===== src/hdl/feedback_frame_deframer_macros.svh =====
// Assertion macros shared by the feedback frame deframer RTL.
`ifndef FEEDBACK_FRAME_DEFRAMER_MACROS_SVH
`define FEEDBACK_FRAME_DEFRAMER_MACROS_SVH

// Same-cycle implication, checked on every rising clock edge outside reset.
`define FFD_ASSERT_NOW(label, ante, cons, msg) \
  label: assert property (@(posedge clk) disable iff (rst) (ante) |-> (cons)) \
    else $error(msg);

// Next-cycle implication, checked on every rising clock edge outside reset.
`define FFD_ASSERT_NEXT(label, ante, cons, msg) \
  label: assert property (@(posedge clk) disable iff (rst) (ante) |=> (cons)) \
    else $error(msg);

`endif


===== src/hdl/ffd_pkg.sv =====
// Shared constants, types and helpers of the feedback frame deframer.
package ffd_pkg;

  localparam int WINDOW_BYTES_DEF  = 48;
  localparam int WINDOW_OFFSET_DEF = 28;
  localparam int REPORT_BYTES_DEF  = 474;

  localparam int BYTE_W      = 8;
  localparam int OUT_INDEX_W = 6;

  localparam logic [7:0] MAGIC_0      = 8'h56;
  localparam logic [7:0] MAGIC_1      = 8'h50;
  localparam logic [7:0] MAGIC_2      = 8'h43;
  localparam logic [7:0] MAGIC_3      = 8'h4D;
  localparam logic [7:0] VERSION      = 8'h05;
  localparam logic [7:0] KIND_REPORT  = 8'h81;
  localparam logic [7:0] KIND_WRAPPED = 8'h83;

  localparam logic [3:0] HDR_KIND    = 4'd5;
  localparam logic [3:0] HDR_LEN_LO  = 4'd6;
  localparam logic [3:0] HDR_LEN_HI  = 4'd7;
  localparam logic [3:0] HDR_LAST    = 4'd15;
  localparam logic [3:0] HDR_CHECKED = 4'd5;

  localparam logic [1:0] PH_HEADER  = 2'd0;
  localparam logic [1:0] PH_PAYLOAD = 2'd1;
  localparam logic [1:0] PH_HALT    = 2'd2;

  typedef struct packed {
    logic                   cap_wr;
    logic [OUT_INDEX_W-1:0] cap_addr;
    logic [BYTE_W-1:0]      cap_data;
    logic                   finish;
  } ffd_ctl_t;

  typedef struct packed {
    logic                   busy;
    logic                   load;
    logic [BYTE_W-1:0]      data;
    logic [OUT_INDEX_W-1:0] index;
    logic                   last;
  } ffd_stat_t;

  function automatic logic [7:0] magic_byte(input logic [2:0] pos);
    logic [7:0] val;
    unique case (pos)
      3'd0:    val = MAGIC_0;
      3'd1:    val = MAGIC_1;
      3'd2:    val = MAGIC_2;
      3'd3:    val = MAGIC_3;
      3'd4:    val = VERSION;
      default: val = 8'h00;
    endcase
    return val;
  endfunction

endpackage


===== src/hdl/ffd_window.sv =====
// Window stores with compare sweep and emission sequencer.
module ffd_window #(
  parameter int WINDOW_BYTES = ffd_pkg::WINDOW_BYTES_DEF
) (
  input  logic             clk,
  input  logic             rst,
  input  ffd_pkg::ffd_ctl_t  ctl,
  input  logic             out_free,
  output ffd_pkg::ffd_stat_t stat
);
  import ffd_pkg::*;

  localparam int IDX_W = (WINDOW_BYTES > 1) ? $clog2(WINDOW_BYTES) : 1;
  localparam logic [IDX_W-1:0] K_LAST = IDX_W'(WINDOW_BYTES - 1);

  localparam logic [2:0] W_IDLE   = 3'd0;
  localparam logic [2:0] W_CMP    = 3'd1;
  localparam logic [2:0] W_CMPEND = 3'd2;
  localparam logic [2:0] W_EMRD   = 3'd3;
  localparam logic [2:0] W_EMLD   = 3'd4;

  logic [BYTE_W-1:0] cap_mem  [WINDOW_BYTES];
  logic [BYTE_W-1:0] prev_mem [WINDOW_BYTES];

  logic [2:0]        st;
  logic [IDX_W-1:0]  k;
  logic              have_previous;
  logic              diff;
  logic              chk;
  logic [BYTE_W-1:0] cap_q;
  logic [BYTE_W-1:0] prev_q;
  logic              diff_now;

  assign diff_now = diff | (chk & (cap_q != prev_q));

  always_ff @(posedge clk) begin
    if (ctl.cap_wr) begin
      cap_mem[ctl.cap_addr[IDX_W-1:0]] <= ctl.cap_data;
    end
    if (st == W_EMLD) begin
      prev_mem[k] <= cap_q;
    end
    cap_q  <= cap_mem[k];
    prev_q <= prev_mem[k];
  end

  always_ff @(posedge clk) begin
    if (rst) begin
      st            <= W_IDLE;
      k             <= '0;
      have_previous <= 1'b0;
      diff          <= 1'b0;
      chk           <= 1'b0;
    end else begin
      chk <= (st == W_CMP);
      if ((st == W_IDLE) && ctl.finish) begin
        diff <= 1'b0;
      end else begin
        diff <= diff_now;
      end
      unique case (st)
        W_IDLE: begin
          if (ctl.finish) begin
            k    <= '0;
            st   <= have_previous ? W_CMP : W_EMRD;
          end
        end
        W_CMP: begin
          if (k == K_LAST) begin
            st <= W_CMPEND;
          end else begin
            k <= k + 1'b1;
          end
        end
        W_CMPEND: begin
          k  <= '0;
          st <= diff_now ? W_EMRD : W_IDLE;
        end
        W_EMRD: begin
          if (out_free) begin
            st <= W_EMLD;
          end
        end
        W_EMLD: begin
          have_previous <= 1'b1;
          if (k == K_LAST) begin
            st <= W_IDLE;
          end else begin
            k  <= k + 1'b1;
            st <= W_EMRD;
          end
        end
        default: st <= W_IDLE;
      endcase
    end
  end

  always_comb begin
    stat.busy  = (st != W_IDLE);
    stat.load  = (st == W_EMLD);
    stat.data  = cap_q;
    stat.index = OUT_INDEX_W'(k);
    stat.last  = (k == K_LAST);
  end

endmodule


===== src/hdl/feedback_frame_deframer.sv =====
// Feedback frame deframer: byte-stream frame parser with window change reporting.
//
// The rx_byte channel (in_valid/in_ready) takes one stream byte per cycle while
// the block is parsing. Each frame is a 16-byte header and a payload; report
// frames capture a window of WINDOW_BYTES bytes into an on-chip store.
// Results leave on the out channel (out_valid/out_ready) through one output
// register.
// When a report frame ends and a window was sent before, a compare sweep
// reads the capture and previous stores in parallel, one entry per cycle. If
// the window changed (or nothing was sent yet), each window byte is read,
// loaded and handed over in turn; a stall by the receiver holds the next. During
// the sweep and the emission in_ready is low. A bad magic or version byte
// gives one error result in the next cycle; the block then takes and drops
// every byte until reset. Reset is synchronous and clears the parser and the
// emission sequencer; window stores are not cleared. While the receiver
// stalls with a result pending, further items are taken only if the
// output register is free or being emptied in the same cycle.
`include "feedback_frame_deframer_macros.svh"

module feedback_frame_deframer #(
  parameter int WINDOW_BYTES  = ffd_pkg::WINDOW_BYTES_DEF,
  parameter int WINDOW_OFFSET = ffd_pkg::WINDOW_OFFSET_DEF,
  parameter int REPORT_BYTES  = ffd_pkg::REPORT_BYTES_DEF
) (
  input  logic                            clk,
  input  logic                            rst,
  input  logic                            in_valid,
  output logic                            in_ready,
  input  logic [ffd_pkg::BYTE_W-1:0]      rx_byte,
  output logic                            out_valid,
  input  logic                            out_ready,
  output logic [ffd_pkg::BYTE_W-1:0]      out_byte,
  output logic [ffd_pkg::OUT_INDEX_W-1:0] out_index,
  output logic                            error,
  output logic                            last
);
  import ffd_pkg::*;

  localparam logic [16:0] REPORT_LEN  = 17'(REPORT_BYTES);
  localparam logic [16:0] WRAPPED_LEN = 17'(REPORT_BYTES + 2);
  localparam logic [15:0] PREFIX_OK   = 16'(REPORT_BYTES);

  logic [1:0]  phase;
  logic [3:0]  header_count;
  logic [7:0]  frame_kind;
  logic [15:0] payload_length;
  logic [15:0] payload_count;
  logic [15:0] prefix_word;

  ffd_ctl_t  ctl;
  ffd_stat_t stat;

  logic        accept;
  logic        is_report;
  logic        is_wrapped;
  logic        len_ok;
  logic        bad_magic;
  logic        frame_end;
  logic [16:0] win_lo;
  logic [16:0] rep_end;
  logic [16:0] idx;
  logic [16:0] rel;
  logic        in_window;

  assign in_ready = !stat.busy && (!out_valid || out_ready);
  assign accept   = in_valid && in_ready;

  assign is_report  = (frame_kind == KIND_REPORT);
  assign is_wrapped = (frame_kind == KIND_WRAPPED);
  assign len_ok     = (is_report && ({1'b0, payload_length} >= REPORT_LEN)) ||
                      (is_wrapped && ({1'b0, payload_length} >= WRAPPED_LEN));
  assign bad_magic  = (phase == PH_HEADER) && (header_count < HDR_CHECKED) &&
                      (rx_byte != magic_byte(header_count[2:0]));
  assign frame_end  = ({1'b0, payload_count} + 17'd1 >= {1'b0, payload_length});

  assign win_lo    = 17'(WINDOW_OFFSET) + (is_wrapped ? 17'd2 : 17'd0);
  assign rep_end   = REPORT_LEN + (is_wrapped ? 17'd2 : 17'd0);
  assign idx       = {1'b0, payload_count};
  assign rel       = idx - win_lo;
  assign in_window = (idx >= win_lo) && (rel < 17'(WINDOW_BYTES)) && (idx < rep_end);

  always_comb begin
    ctl.cap_wr   = accept && (phase == PH_PAYLOAD) && len_ok && in_window;
    ctl.cap_addr = rel[OUT_INDEX_W-1:0];
    ctl.cap_data = rx_byte;
    ctl.finish   = accept && (phase == PH_PAYLOAD) && frame_end && len_ok &&
                   (!is_wrapped || (prefix_word == PREFIX_OK));
  end

  ffd_window #(
    .WINDOW_BYTES(WINDOW_BYTES)
  ) u_window (
    .clk     (clk),
    .rst     (rst),
    .ctl     (ctl),
    .out_free(!out_valid),
    .stat    (stat)
  );

  always_ff @(posedge clk) begin
    if (rst) begin
      phase          <= PH_HEADER;
      header_count   <= '0;
      frame_kind     <= '0;
      payload_length <= '0;
      payload_count  <= '0;
      prefix_word    <= '0;
    end else if (accept) begin
      unique case (phase)
        PH_HEADER: begin
          if (bad_magic) begin
            phase <= PH_HALT;
          end else begin
            if (header_count == HDR_KIND) begin
              frame_kind <= rx_byte;
            end
            if (header_count == HDR_LEN_LO) begin
              payload_length[7:0] <= rx_byte;
            end
            if (header_count == HDR_LEN_HI) begin
              payload_length[15:8] <= rx_byte;
            end
            if (header_count == HDR_LAST) begin
              header_count  <= '0;
              payload_count <= '0;
              prefix_word   <= '0;
              phase         <= (payload_length != 16'd0) ? PH_PAYLOAD : PH_HEADER;
            end else begin
              header_count <= header_count + 4'd1;
            end
          end
        end
        PH_PAYLOAD: begin
          if (is_wrapped && (payload_count == 16'd0)) begin
            prefix_word[7:0] <= rx_byte;
          end
          if (is_wrapped && (payload_count == 16'd1)) begin
            prefix_word[15:8] <= rx_byte;
          end
          if (frame_end) begin
            phase        <= PH_HEADER;
            header_count <= '0;
          end else begin
            payload_count <= payload_count + 16'd1;
          end
        end
        default: begin
        end
      endcase
    end
  end

  always_ff @(posedge clk) begin
    if (rst) begin
      out_valid <= 1'b0;
    end else begin
      priority if (accept && bad_magic) begin
        out_valid <= 1'b1;
      end else if (stat.load) begin
        out_valid <= 1'b1;
      end else if (out_ready) begin
        out_valid <= 1'b0;
      end
    end
  end

  always_ff @(posedge clk) begin
    priority if (accept && bad_magic) begin
      out_byte  <= '0;
      out_index <= '0;
      error     <= 1'b1;
      last      <= 1'b1;
    end else if (stat.load) begin
      out_byte  <= stat.data;
      out_index <= stat.index;
      error     <= 1'b0;
      last      <= stat.last;
    end
  end

  `FFD_ASSERT_NOW(a_error_halts, out_valid && error, phase == PH_HALT,
    "Error result pending while the parser is not halted.")
  `FFD_ASSERT_NOW(a_load_free, stat.load, !out_valid,
    "Window byte loaded into a full output register.")
  `FFD_ASSERT_NEXT(a_halt_silent, (phase == PH_HALT) && !out_valid, !out_valid,
    "Result produced after the block halted.")

endmodule

===== config.mk =====
export PLATFORM = sky130hd
export DESIGN_NAME = feedback_frame_deframer
export DESIGN_NICKNAME = d
export VERILOG_FILES = /design/src/hdl/ffd_pkg.sv /design/src/hdl/ffd_window.sv /design/src/hdl/feedback_frame_deframer.sv
export VERILOG_INCLUDE_DIRS = /design/src /design/src/hdl
export SDC_FILE = /design/constraint.sdc
export NUM_CORES = 1
export LEC_CHECK = 0
export BUFFER_PORTS_ARGS = -buffer_cell sky130_fd_sc_hd__buf_2
export CORE_UTILIZATION = 30
export CTS_CLUSTER_DIAMETER = 40
export DETAILED_ROUTE_END_ITERATION = 10
export SLEW_MARGIN = 30
export SYNTH_ARGS = -nofsm -noshare
export SYNTH_HDL_FRONTEND = slang
export SYNTH_SLANG_ARGS = --single-unit

===== constraint.sdc =====
create_clock -name clk -period 5.4 [get_ports clk]
set_input_delay 0.54 -clock clk [delete_from_list [all_inputs] [get_ports clk]]
set_output_delay 0.54 -clock clk [all_outputs]
set_load 0.01 [all_outputs]

==> impl_results.md, run 1 <==
* Wire per inst at 25.5 um
* Area Growth Syn to Fin at 14.8%
* Share of the synthesized area in the top cell type at 0.663
* Post-Place Worst Slack at 1.11 ns
* Library cell used as clock root buffer: sky130_fd_sc_hd__clkbuf_16
* Max-slew headroom at 0.331
* Multi-input combinational cell area at 0.00884 mm^2
* Share of power burned in registers at 0.514
* DIE AREA at 0.117 mm^2
* ANT nets after route at 0
* Sequential fraction of the synthesis area at 0.725
* Chip width at 342 um
* Crit share post-route at 0.797
* Slew at the pin closest to its max-slew limit at approximately 1 ns
* Worst supply voltage drop on vdd at 0.236 mV
* Sink Count at 875
* Startpoint kind of the worst setup timing path: register
* Async set-reset flop share out of synthesis at 0
* Wire length reported by the detailed router at 100,000 um
* Number of nets in the layout at ~2,400
* Antenna diode instance count at 0
* Number of flops mapped to enable cells by yosys at around 770
* Top achievable clock speed at 232 MHz
* Resized Gates After CTS at 0
* Run status: completed
* First-pass GRT wire length at 145,000 um
* Count of pins over their slew limit at 0
* Reported max-cap violation count at 0
* Clock latency on the worst-skew pair at between 0.6 and 0.7 ns
* Core box area at 0.115 mm^2
* Reg2Reg Launch Point: frame_kind[2]
* Sequential cell area at 0.0252 mm^2
* TritonCTS clock tree: done
* Worst clock skew at approximately 0.023 ns
* Clock-pin slew of the registers on the worst-case setup and hold paths at 0.06 ns
* IO Pins at 30
* Commonest register cell after synthesis: sky130_fd_sc_hd__edfxtp_1
* Library cell with the largest summed area after synthesis: sky130_fd_sc_hd__edfxtp_1
* Global-route usage over all layers at 0.168
* Yosys Warn Count at 0
* Post-synthesis cell type count at 82
* Number of vias per cell after detailed routing at 5.44
* Final worst-path setup slack at 1.10 ns
* Setup slack of the worst register-to-register path at 1.10 ns
* Post-Synthesis Net Count at between 2,000 and 2,500
* Aggregate global routing overflow at 0
* Pin count of the biggest net entering global routing at between 50 and 60
* Critical path endpoint: u_window.cap_mem[14][4]
* Number of synthesized register bits at 875
* Cell types with the largest area share after synthesis: sky130_fd_sc_hd__edfxtp_1, sky130_fd_sc_hd__dfxtp_1, sky130_fd_sc_hd__a22oi_1, sky130_fd_sc_hd__mux2i_1, sky130_fd_sc_hd__nor2_1
* Total half-perimeter wirelength after legalization and detailed placement at 59,400 um
* Residual DRC at 0
* Share of final-layout standard cells stronger than drive strength 1 at 0.140
* Number of fill cells in the layout at 10,812
* Drt first-iter violations at ~3,100
* Number of setup buffers added after CTS at 0
* 1st-pass router iterations at 6
* Switching part of the total power at 0.206
* Largest fanout on the critical path at 11
* Mapped Avg Cell Area at 15.1 um^2
* Minimum clock period after layout at 4.30 ns
* Worst Path Arrival at 4.59 ns
* Starting density of the core at 0.303
* Final setup violation count at 0
* Total leakage power at ~12 nW
* Vias in the first global route at about 21,000
* Number of I/O port buffers at 29
* Switching power at slightly below 3 mW
* Crit Reg-Reg Endpoint: u_window.cap_mem[14][4]
* Internal power at approximately 11 mW
* Kind of critical path: register to register
* Antenna violations before repair at 1
* Hold-fix buffer count after cts at 0
* H-tree level count at 3
* Final hold violation count at 0
* Cell depth of the worst flop-to-flop path at 12
* Number of vias in the routed layout at 21,384
* Setup crit start: frame_kind[2]
* Setup Total Neg Slack at 0 ns
* Worst endpoint required time at 5.69 ns
* Share of total power in the clock network at 0.477
* Max Root-Sink Buffers at 3
* Die height at approximately 340 um
* Combinational share of power at 0.009
* Unrepaired setup endpoints after global routing: false
* Synth Instances at 2,304
* Number of buffers created by CTS at 94
* FP Rows at 124
* Power Dens Cells at approximately 360 mW/mm^2
* Kind of capture point of the worst setup path: register
* Cell area after synthesis at 0.0348 mm^2
* Placer Congestion at 0.845
* Hold WC Path Type: input port to register
==> critical path, stage by stage (launching register included) <==
cell	delay, ns
sky130_fd_sc_hd__dfxtp_1	0.31
sky130_fd_sc_hd__nor4b_1	0.40
sky130_fd_sc_hd__nand4_1	0.28
sky130_fd_sc_hd__inv_1	0.11
sky130_fd_sc_hd__ha_1	0.22
sky130_fd_sc_hd__inv_1	0.08
sky130_fd_sc_hd__ha_1	0.30
sky130_fd_sc_hd__a21boi_0	0.22
sky130_fd_sc_hd__o32ai_1	0.11
sky130_fd_sc_hd__a211oi_1	0.38
sky130_fd_sc_hd__nand2_1	0.13
sky130_fd_sc_hd__nand4bb_1	0.63
sky130_fd_sc_hd__nor2_1	0.76
==> cells by family (layout without fill, tap and decap cells) <==
| kind of cell | count (synthesis) | after routing | synth area share |
|---|---|---|---|
| multiplexers | 145 | 145 | 0.0484 |
| XOR/XNOR | 24 | 24 | 0.00605 |
| AND/OR/NAND/NOR | 513 | 513 | 0.0720 |
| adder cells (fa/ha/maj) | 29 | 29 | 0.0104 |
| flip-flops | 875 | 875 | 0.725 |
| buffers and inverters | 177 | 294 | 0.0222 |
| AO/OA/AOI/OAI | 541 | 541 | 0.116 |
==> placed cells by master, fill, tap and decap left out, types with 12 or more instances in the layout <==
cell	synthesis	final
sky130_fd_sc_hd__nor4_1	13	13
sky130_fd_sc_hd__a22oi_1	194	194
sky130_fd_sc_hd__mux4_2	15	15
sky130_fd_sc_hd__nand2_1	95	94
sky130_fd_sc_hd__clkbuf_1	68	20
sky130_fd_sc_hd__and2_1	14	14
sky130_fd_sc_hd__and3_1	21	20
sky130_fd_sc_hd__nor3_1	17	17
sky130_fd_sc_hd__inv_1	32	32
sky130_fd_sc_hd__nand3_1	47	47
sky130_fd_sc_hd__nor2_1	193	189
sky130_fd_sc_hd__or3_1	12	12
sky130_fd_sc_hd__edfxtp_1	768	768
sky130_fd_sc_hd__a41oi_1	30	30
sky130_fd_sc_hd__nor2b_1	18	15
sky130_fd_sc_hd__ha_1	28	28
sky130_fd_sc_hd__nand2b_1	19	19
sky130_fd_sc_hd__a22o_1	17	17
sky130_fd_sc_hd__mux2_2	36	36
sky130_fd_sc_hd__a21oi_1	76	76
sky130_fd_sc_hd__nand4_1	14	14
sky130_fd_sc_hd__dfxtp_1	107	95
sky130_fd_sc_hd__o21ai_0	47	47
sky130_fd_sc_hd__mux2i_1	94	94
sky130_fd_sc_hd__nor2_2	8	12
sky130_fd_sc_hd__o31ai_1	12	12
sky130_fd_sc_hd__a222oi_1	17	17
sky130_fd_sc_hd__buf_4	8	54
sky130_fd_sc_hd__buf_2	51	28
sky130_fd_sc_hd__xnor2_1	13	13
sky130_fd_sc_hd__a221oi_1	37	37
sky130_fd_sc_hd__clkbuf_16	0	99
sky130_fd_sc_hd__a31oi_1	14	14
==> state kept, by name (all words and copies together) (netlist names) <==
register                flops
payload_count              16
last                        1
header_count                4
u_window.have_previous      1
out_valid                   1
error                       1
u_window.k                  6
u_window.prev_mem         384
frame_kind                  8
u_window.cap_q              8
payload_length             16
u_window.prev_q             8
out_byte                    8
u_window.diff               1
prefix_word                16
out_index                   6
u_window.cap_mem          384
phase                       2
u_window.chk                1
u_window.st                 3
==> cell usage after synthesis (28+ instances only) <==
| cell | instances |
|---|---|
| sky130_fd_sc_hd__edfxtp_1 | 768 |
| sky130_fd_sc_hd__a22oi_1 | 194 |
| sky130_fd_sc_hd__nor2_1 | 193 |
| sky130_fd_sc_hd__dfxtp_1 | 107 |
| sky130_fd_sc_hd__nand2_1 | 95 |
| sky130_fd_sc_hd__mux2i_1 | 94 |
| sky130_fd_sc_hd__a21oi_1 | 76 |
| sky130_fd_sc_hd__clkbuf_1 | 68 |
| sky130_fd_sc_hd__buf_2 | 51 |
| sky130_fd_sc_hd__nand3_1 | 47 |
| sky130_fd_sc_hd__o21ai_0 | 47 |
| sky130_fd_sc_hd__a221oi_1 | 37 |
| sky130_fd_sc_hd__mux2_2 | 36 |
| sky130_fd_sc_hd__inv_1 | 32 |
| sky130_fd_sc_hd__a41oi_1 | 30 |
| sky130_fd_sc_hd__ha_1 | 28 |
==> how the worst min path moves through the flow <==
stage / from / endpoint / depth (start not counted)
global route: rx_byte[2] / payload_length[10] / 3
floorplan: u_window.have_previous / u_window.have_previous / 2
global placement: error / error / 1
detailed placement: error / error / 1
CTS: rx_byte[2] / payload_length[10] / 3
finish: rx_byte[2] / payload_length[10] / 3
==> metrics by stage <==
stage / instances / util / cell area (um^2) / power, mW / hold WS [ns]
floorplan: 2304 / - / 34800 / 7.48 / 0.435
global placement: 3754 / 0.320 / 36600 / 7.58 / 0.431
detailed placement: 3754 / 0.320 / 36600 / 7.58 / 0.443
CTS: 3932 / 0.348 / 39900 / 14.3 / 0.269
global route: 3933 / 0.348 / 39900 / 14.5 / 0.297
finish: 3933 / 0.348 / 39900 / 14.2 / 0.288
==> power groups by stage <==
stage                     combinational (mW)  clock, mW  sequential (mW)
after floorplan                       0.0349          0             7.44
after global placement                 0.133          0             7.44
after detailed placement               0.133          0             7.44
after CTS                              0.133       6.83             7.30
after global routing                   0.140       7.09             7.29
final                                  0.132       6.78             7.30
==> cell type report <==
| class | instances | share of cell area |
|---|---|---|
| sequential | 875 | 0.632 |
| multi-input combinational | 1252 | 0.221 |
| clock buffer | 121 | 0.0646 |
| tap | 1512 | 0.0474 |
| clock inverter | 57 | 0.0172 |
| timing repair buffer | 83 | 0.0142 |
| inverter | 33 | 0.00310 |
==> metal layers <==
layer / vias to the layer above / global-route usage / part of all wire
met2: 1131 / 0.257 / 0.45
met3: 138 / 0.0361 / 0.10
met4: 0 / 0.0459 / 0.024
li1: 9243 / - / -
met5: - / 0 / 0
met1: 10872 / 0.239 / 0.42
(Power assumes the default switching activity.)
==> inputs of run 2 (changes only) <==
ABC_AREA = 1   (was unset)
clock period = 3.6 ns   (was 5.4 ns; I/O delays follow)
==> impl_results.md, run 2 <==
* Run status: completed
* Simple-gate share of the synthesized area at 0.148 (+0.0765)
* Die height at 343 um (about the same)
* Crit share post-route at 0.908 (+0.111)
* Global-route usage over all layers at 0.162 (-0.00566)
* Cell depth of the worst flop-to-flop path at 20 (+8)
* H-tree level count at 3 (unchanged)
* Count of pins over their slew limit at 0 (unchanged)
* Drt first-iter violations at 2,384 (-22%)
* Dominant combinational cell family by area after synthesis: simple AND/OR/NAND/NOR gates
* Residual DRC at 0 (unchanged)
* Post-Synth Adder-Cell Area at 0.0104 (+0.0000592)
* Max Root-Sink Buffers at 3 (unchanged)
* Final setup violation count at 0 (unchanged)
* Top achievable clock speed at 306 MHz (+32%)
* Slowest cell on the critical path: sky130_fd_sc_hd__dfxtp_1
* Vias in the first global route at 22,531 (+9.1%)
* Reg2Reg Launch Point: payload_count[1]
* Worst clock skew at 0.0327 ns (+0.00932 ns)
* Worst endpoint required time at 4.18 ns (-1.51 ns)
* Clock latency on the worst-skew pair at 0.69 ns (+0.03 ns)
* List of cells traversed by the critical path: ha_1 -> nand2_1 -> inv_1 -> nand2_1 -> nor2_2 -> nand2_1 -> nor2_1 -> xnor2_1 -> inv_1 -> ha_1 -> a21oi_1 -> nor2_1 -> nor2_1 -> nand3_1 -> nor2_1 -> nand3_2 -> nor2_4 -> buf_12 -> nand2_1 -> a21oi_1
* Largest fanout on the critical path at 16 (+5)
* Total leakage power at 15.0 nW (+21%)
* Top cells by instance count after synthesis: sky130_fd_sc_hd__edfxtp_1, sky130_fd_sc_hd__nand2_1, sky130_fd_sc_hd__nor2_1
* Share of final-layout standard cells stronger than drive strength 1 at 0.136 (-0.00334)
* Crit Reg-Reg Endpoint: payload_count[9]
* Synthesized-area fraction occupied by ao, oa, aoi and oai cells at 0.0746 (-0.0412)
* IO Pins at 30 (unchanged)
* Pin count of the biggest net entering global routing at 53 (-7.0%)
* Library cell with the largest summed area after synthesis: sky130_fd_sc_hd__edfxtp_1
* Unrepaired setup endpoints after global routing: false
* Number of buffers created by CTS at 109 (+16%)
* Worst supply voltage drop on vdd at 0.413 mV (+75%)
* Max-slew headroom at 0.362 (+0.0302)
* Chip width at 343 um (about the same)
* Reported max-cap violation count at 0 (unchanged)
* Commonest register cell after synthesis: sky130_fd_sc_hd__edfxtp_1
* Startpoint kind of the worst setup timing path: register
* Number of synthesized register bits at 875 (unchanged)
* Leading cell type in the layout, fill and taps excluded: sky130_fd_sc_hd__edfxtp_1
* Placer Congestion at 0.843 (-0.27%)
* Antenna violations before repair at 3 (+2)
* 1st-pass router iterations at 5 (-1)
* Cell family contributing the most delay on the critical path: simple AND/OR/NAND/NOR gates
* Mapped Avg Cell Area at 12.2 um^2 (-19%)
* Cell area after synthesis at 0.0348 mm^2 (+0.12%)
* Cell types with the largest area share after synthesis: sky130_fd_sc_hd__edfxtp_1, sky130_fd_sc_hd__nand2_1, sky130_fd_sc_hd__dfxtp_1, sky130_fd_sc_hd__nor2_1, sky130_fd_sc_hd__inv_1
* Minimum clock period after layout at 3.27 ns (-1.04 ns)
* TritonCTS clock tree: done
* Number of vias per cell after detailed routing at 4.92 (-9.5%)
* Number of nets in the layout at 3,074 (+29%)
* Proportion of synthesized area in mux cells at 0 (-0.0484)
* Power Dens Cells at 627 mW/mm^2 (+76%)
* Final worst-path setup slack at 0.331 ns (-0.765 ns)
* Area Growth Syn to Fin at 19.5%
* First-pass GRT wire length at 143,000 um (-0.93%)
* Hold WC Path Type: input port to register
* Top-count cell post-synth: sky130_fd_sc_hd__edfxtp_1
* Slew at the pin closest to its max-slew limit at 0.954 ns (-0.0452 ns)
* Total buffers and inverters traversed by the critical path at 3 (+1)
* FP Rows at 124 (unchanged)
* Kind of critical path: register to register
* Kind of capture point of the worst setup path: register
* Origin of the worst min-delay path: rx_byte[1]
* Share of the synthesized area in the top cell type at 0.663 (-0.000811)
* Number of flops mapped to enable cells by yosys at 768 (unchanged)
* Sequential fraction of the synthesis area at 0.724 (-0.000886)
* Top library cells by usage in the layout, fill and taps aside: sky130_fd_sc_hd__edfxtp_1, sky130_fd_sc_hd__nand2_1, sky130_fd_sc_hd__nor2_1
* Post-synthesis cell type count at 47 (-43%)
* Async set-reset flop share out of synthesis at 0 (unchanged)
* Hold Crit Depth at 3 (unchanged)
* Starting density of the core at 0.304 (+0.000371)
* Synth Instances at 2,853 (+24%)
* Aggregate global routing overflow at 0 (unchanged)
* DIE AREA at 0.117 mm^2 (+0.12%)
* Library cell used as clock root buffer: sky130_fd_sc_hd__clkbuf_16
* ANT nets after route at 0 (unchanged)
* Setup Total Neg Slack at 0 ns (unchanged)
* Wire per inst at 20.7 um (-19%)
* Sink Count at 875 (unchanged)
* Worst Path Arrival at 3.85 ns (-0.74 ns)
* Share of the synthesized netlist area taken by xor and xnor gates at 0.00604 (-0.00000739)
* Post-Place Worst Slack at 0.155 ns (-0.958 ns)
* Wire length reported by the detailed router at 96,200 um (-4.1%)
* Final hold violation count at 0 (unchanged)
* Utilization after layout at 0.363 (+0.0145)
* Yosys Warn Count at 0 (unchanged)
* Setup slack of the worst register-to-register path at 0.33 ns (-0.76 ns)
* Delay contributed by the slowest stage of the critical path at 0.37 ns (-0.39 ns)
* Number of I/O port buffers at 29 (unchanged)
* Hold path endpoint: frame_kind[1]
* Post-Synthesis Net Count at 2,894 (+23%)
* Core box area at 0.115 mm^2 (unchanged)
* Clock-pin slew of the registers on the worst-case setup and hold paths at 0.06 ns (about the same)
* Total half-perimeter wirelength after legalization and detailed placement at 58,900 um (-0.77%)
* Number of vias in the routed layout at 22,823 (+6.7%)
## run 2: cell count changes in the layout (fill, tap and decap cells not counted), sizes merged, moves of 33 or more
cell / previous run / this run
buf: 83 / 187
a22oi: 194 / 59
mux2: 36 / 0
a22o: 17 / 50
mux2i: 94 / 0
nand2: 95 / 707
nand4: 14 / 85
nand3: 47 / 105
inv: 47 / 201
nor2: 201 / 307
## run 2: per-layer routing
layer  track usage  routed length [um]
met1         0.219               41000
met2         0.264               45800
met3        0.0253                6590
met4        0.0568                2850
met5             0                   0
## run 2: final cells by class
| type | count | area [um^2] |
|---|---|---|
| Tap cell | 1512 | 1890 |
| Clock buffer | 125 | 2920 |
| Multi-Input combinational cell | 1672 | 8390 |
| Clock inverter | 79 | 1000 |
| Inverter | 187 | 707 |
| Antenna cell | 1 | 2.50 |
| Sequential cell | 875 | 25200 |
| Fill cell | 10912 | 73100 |
| Timing Repair Buffer | 188 | 1470 |
## run 2: tightest hold or removal path: cells and delay by family
kind / cells / cell delay [ns]
buf+inv: 1 / 0.17
compound gates: 1 / 0.06
simple gates: 1 / 0.10
## run 2: how the worst max path moves through the flow
stage	from	endpoint	slack, ns	depth (start not counted)
detailed placement	payload_count[1]	u_window.k[3]	0.15	20
global placement	payload_count[1]	u_window.k[2]	0.17	20
global route	payload_count[1]	u_window.k[0]	0.01	21
finish	payload_count[1]	payload_count[9]	0.33	20
CTS	payload_count[1]	u_window.k[3]	0.15	20
floorplan	frame_kind[0]	u_window.cap_mem[13][0]	0.50	14
## run 2: through the flow
stage | power [mW] | hold WS, ns | area (um^2) | instances
4_1_cts | 26.2 | 0.0361 | 41600 | 4637
5_1_grt | 26.8 | 0.0552 | 41600 | 4639
6_report | 26.1 | 0.0713 | 41600 | 4639
3_5_place_dp | 14.6 | 0.435 | 37600 | 4432
3_3_place_gp | 14.6 | 0.438 | 37600 | 4432
2_1_floorplan | 13.4 | 0.436 | 34800 | 2853
## run 2: logic make-up (layout without fill, tap and decap cells)
| logic type | after synthesis | after routing |
|---|---|---|
| AO/OA/AOI/OAI | 385 | 385 |
| other | 0 | 1 |
| buffers and inverters | 306 | 579 |
| AND/OR/NAND/NOR | 1234 | 1234 |
| XOR/XNOR | 24 | 24 |
| flip-flops | 875 | 875 |
| adder cells (fa/ha/maj) | 29 | 29 |
## run 2: repair_timing
action / CTS / global route
endpoints found under the setup margin: 0 / 28
resized for setup: 0 / 4
hold endpoints to repair: 1 / 0
buffers inserted: 0 / 1
hold buffers: 1 / 0
## run 2: report_power, final
group / switching, mW / total (mW) / internal (mW)
sequential: 0.0698 / 11.8 / 11.8
clock: 4.47 / 11.6 / 7.18
combinational: 1.99 / 2.61 / 0.622
total: 6.53 / 26.1 / 19.6
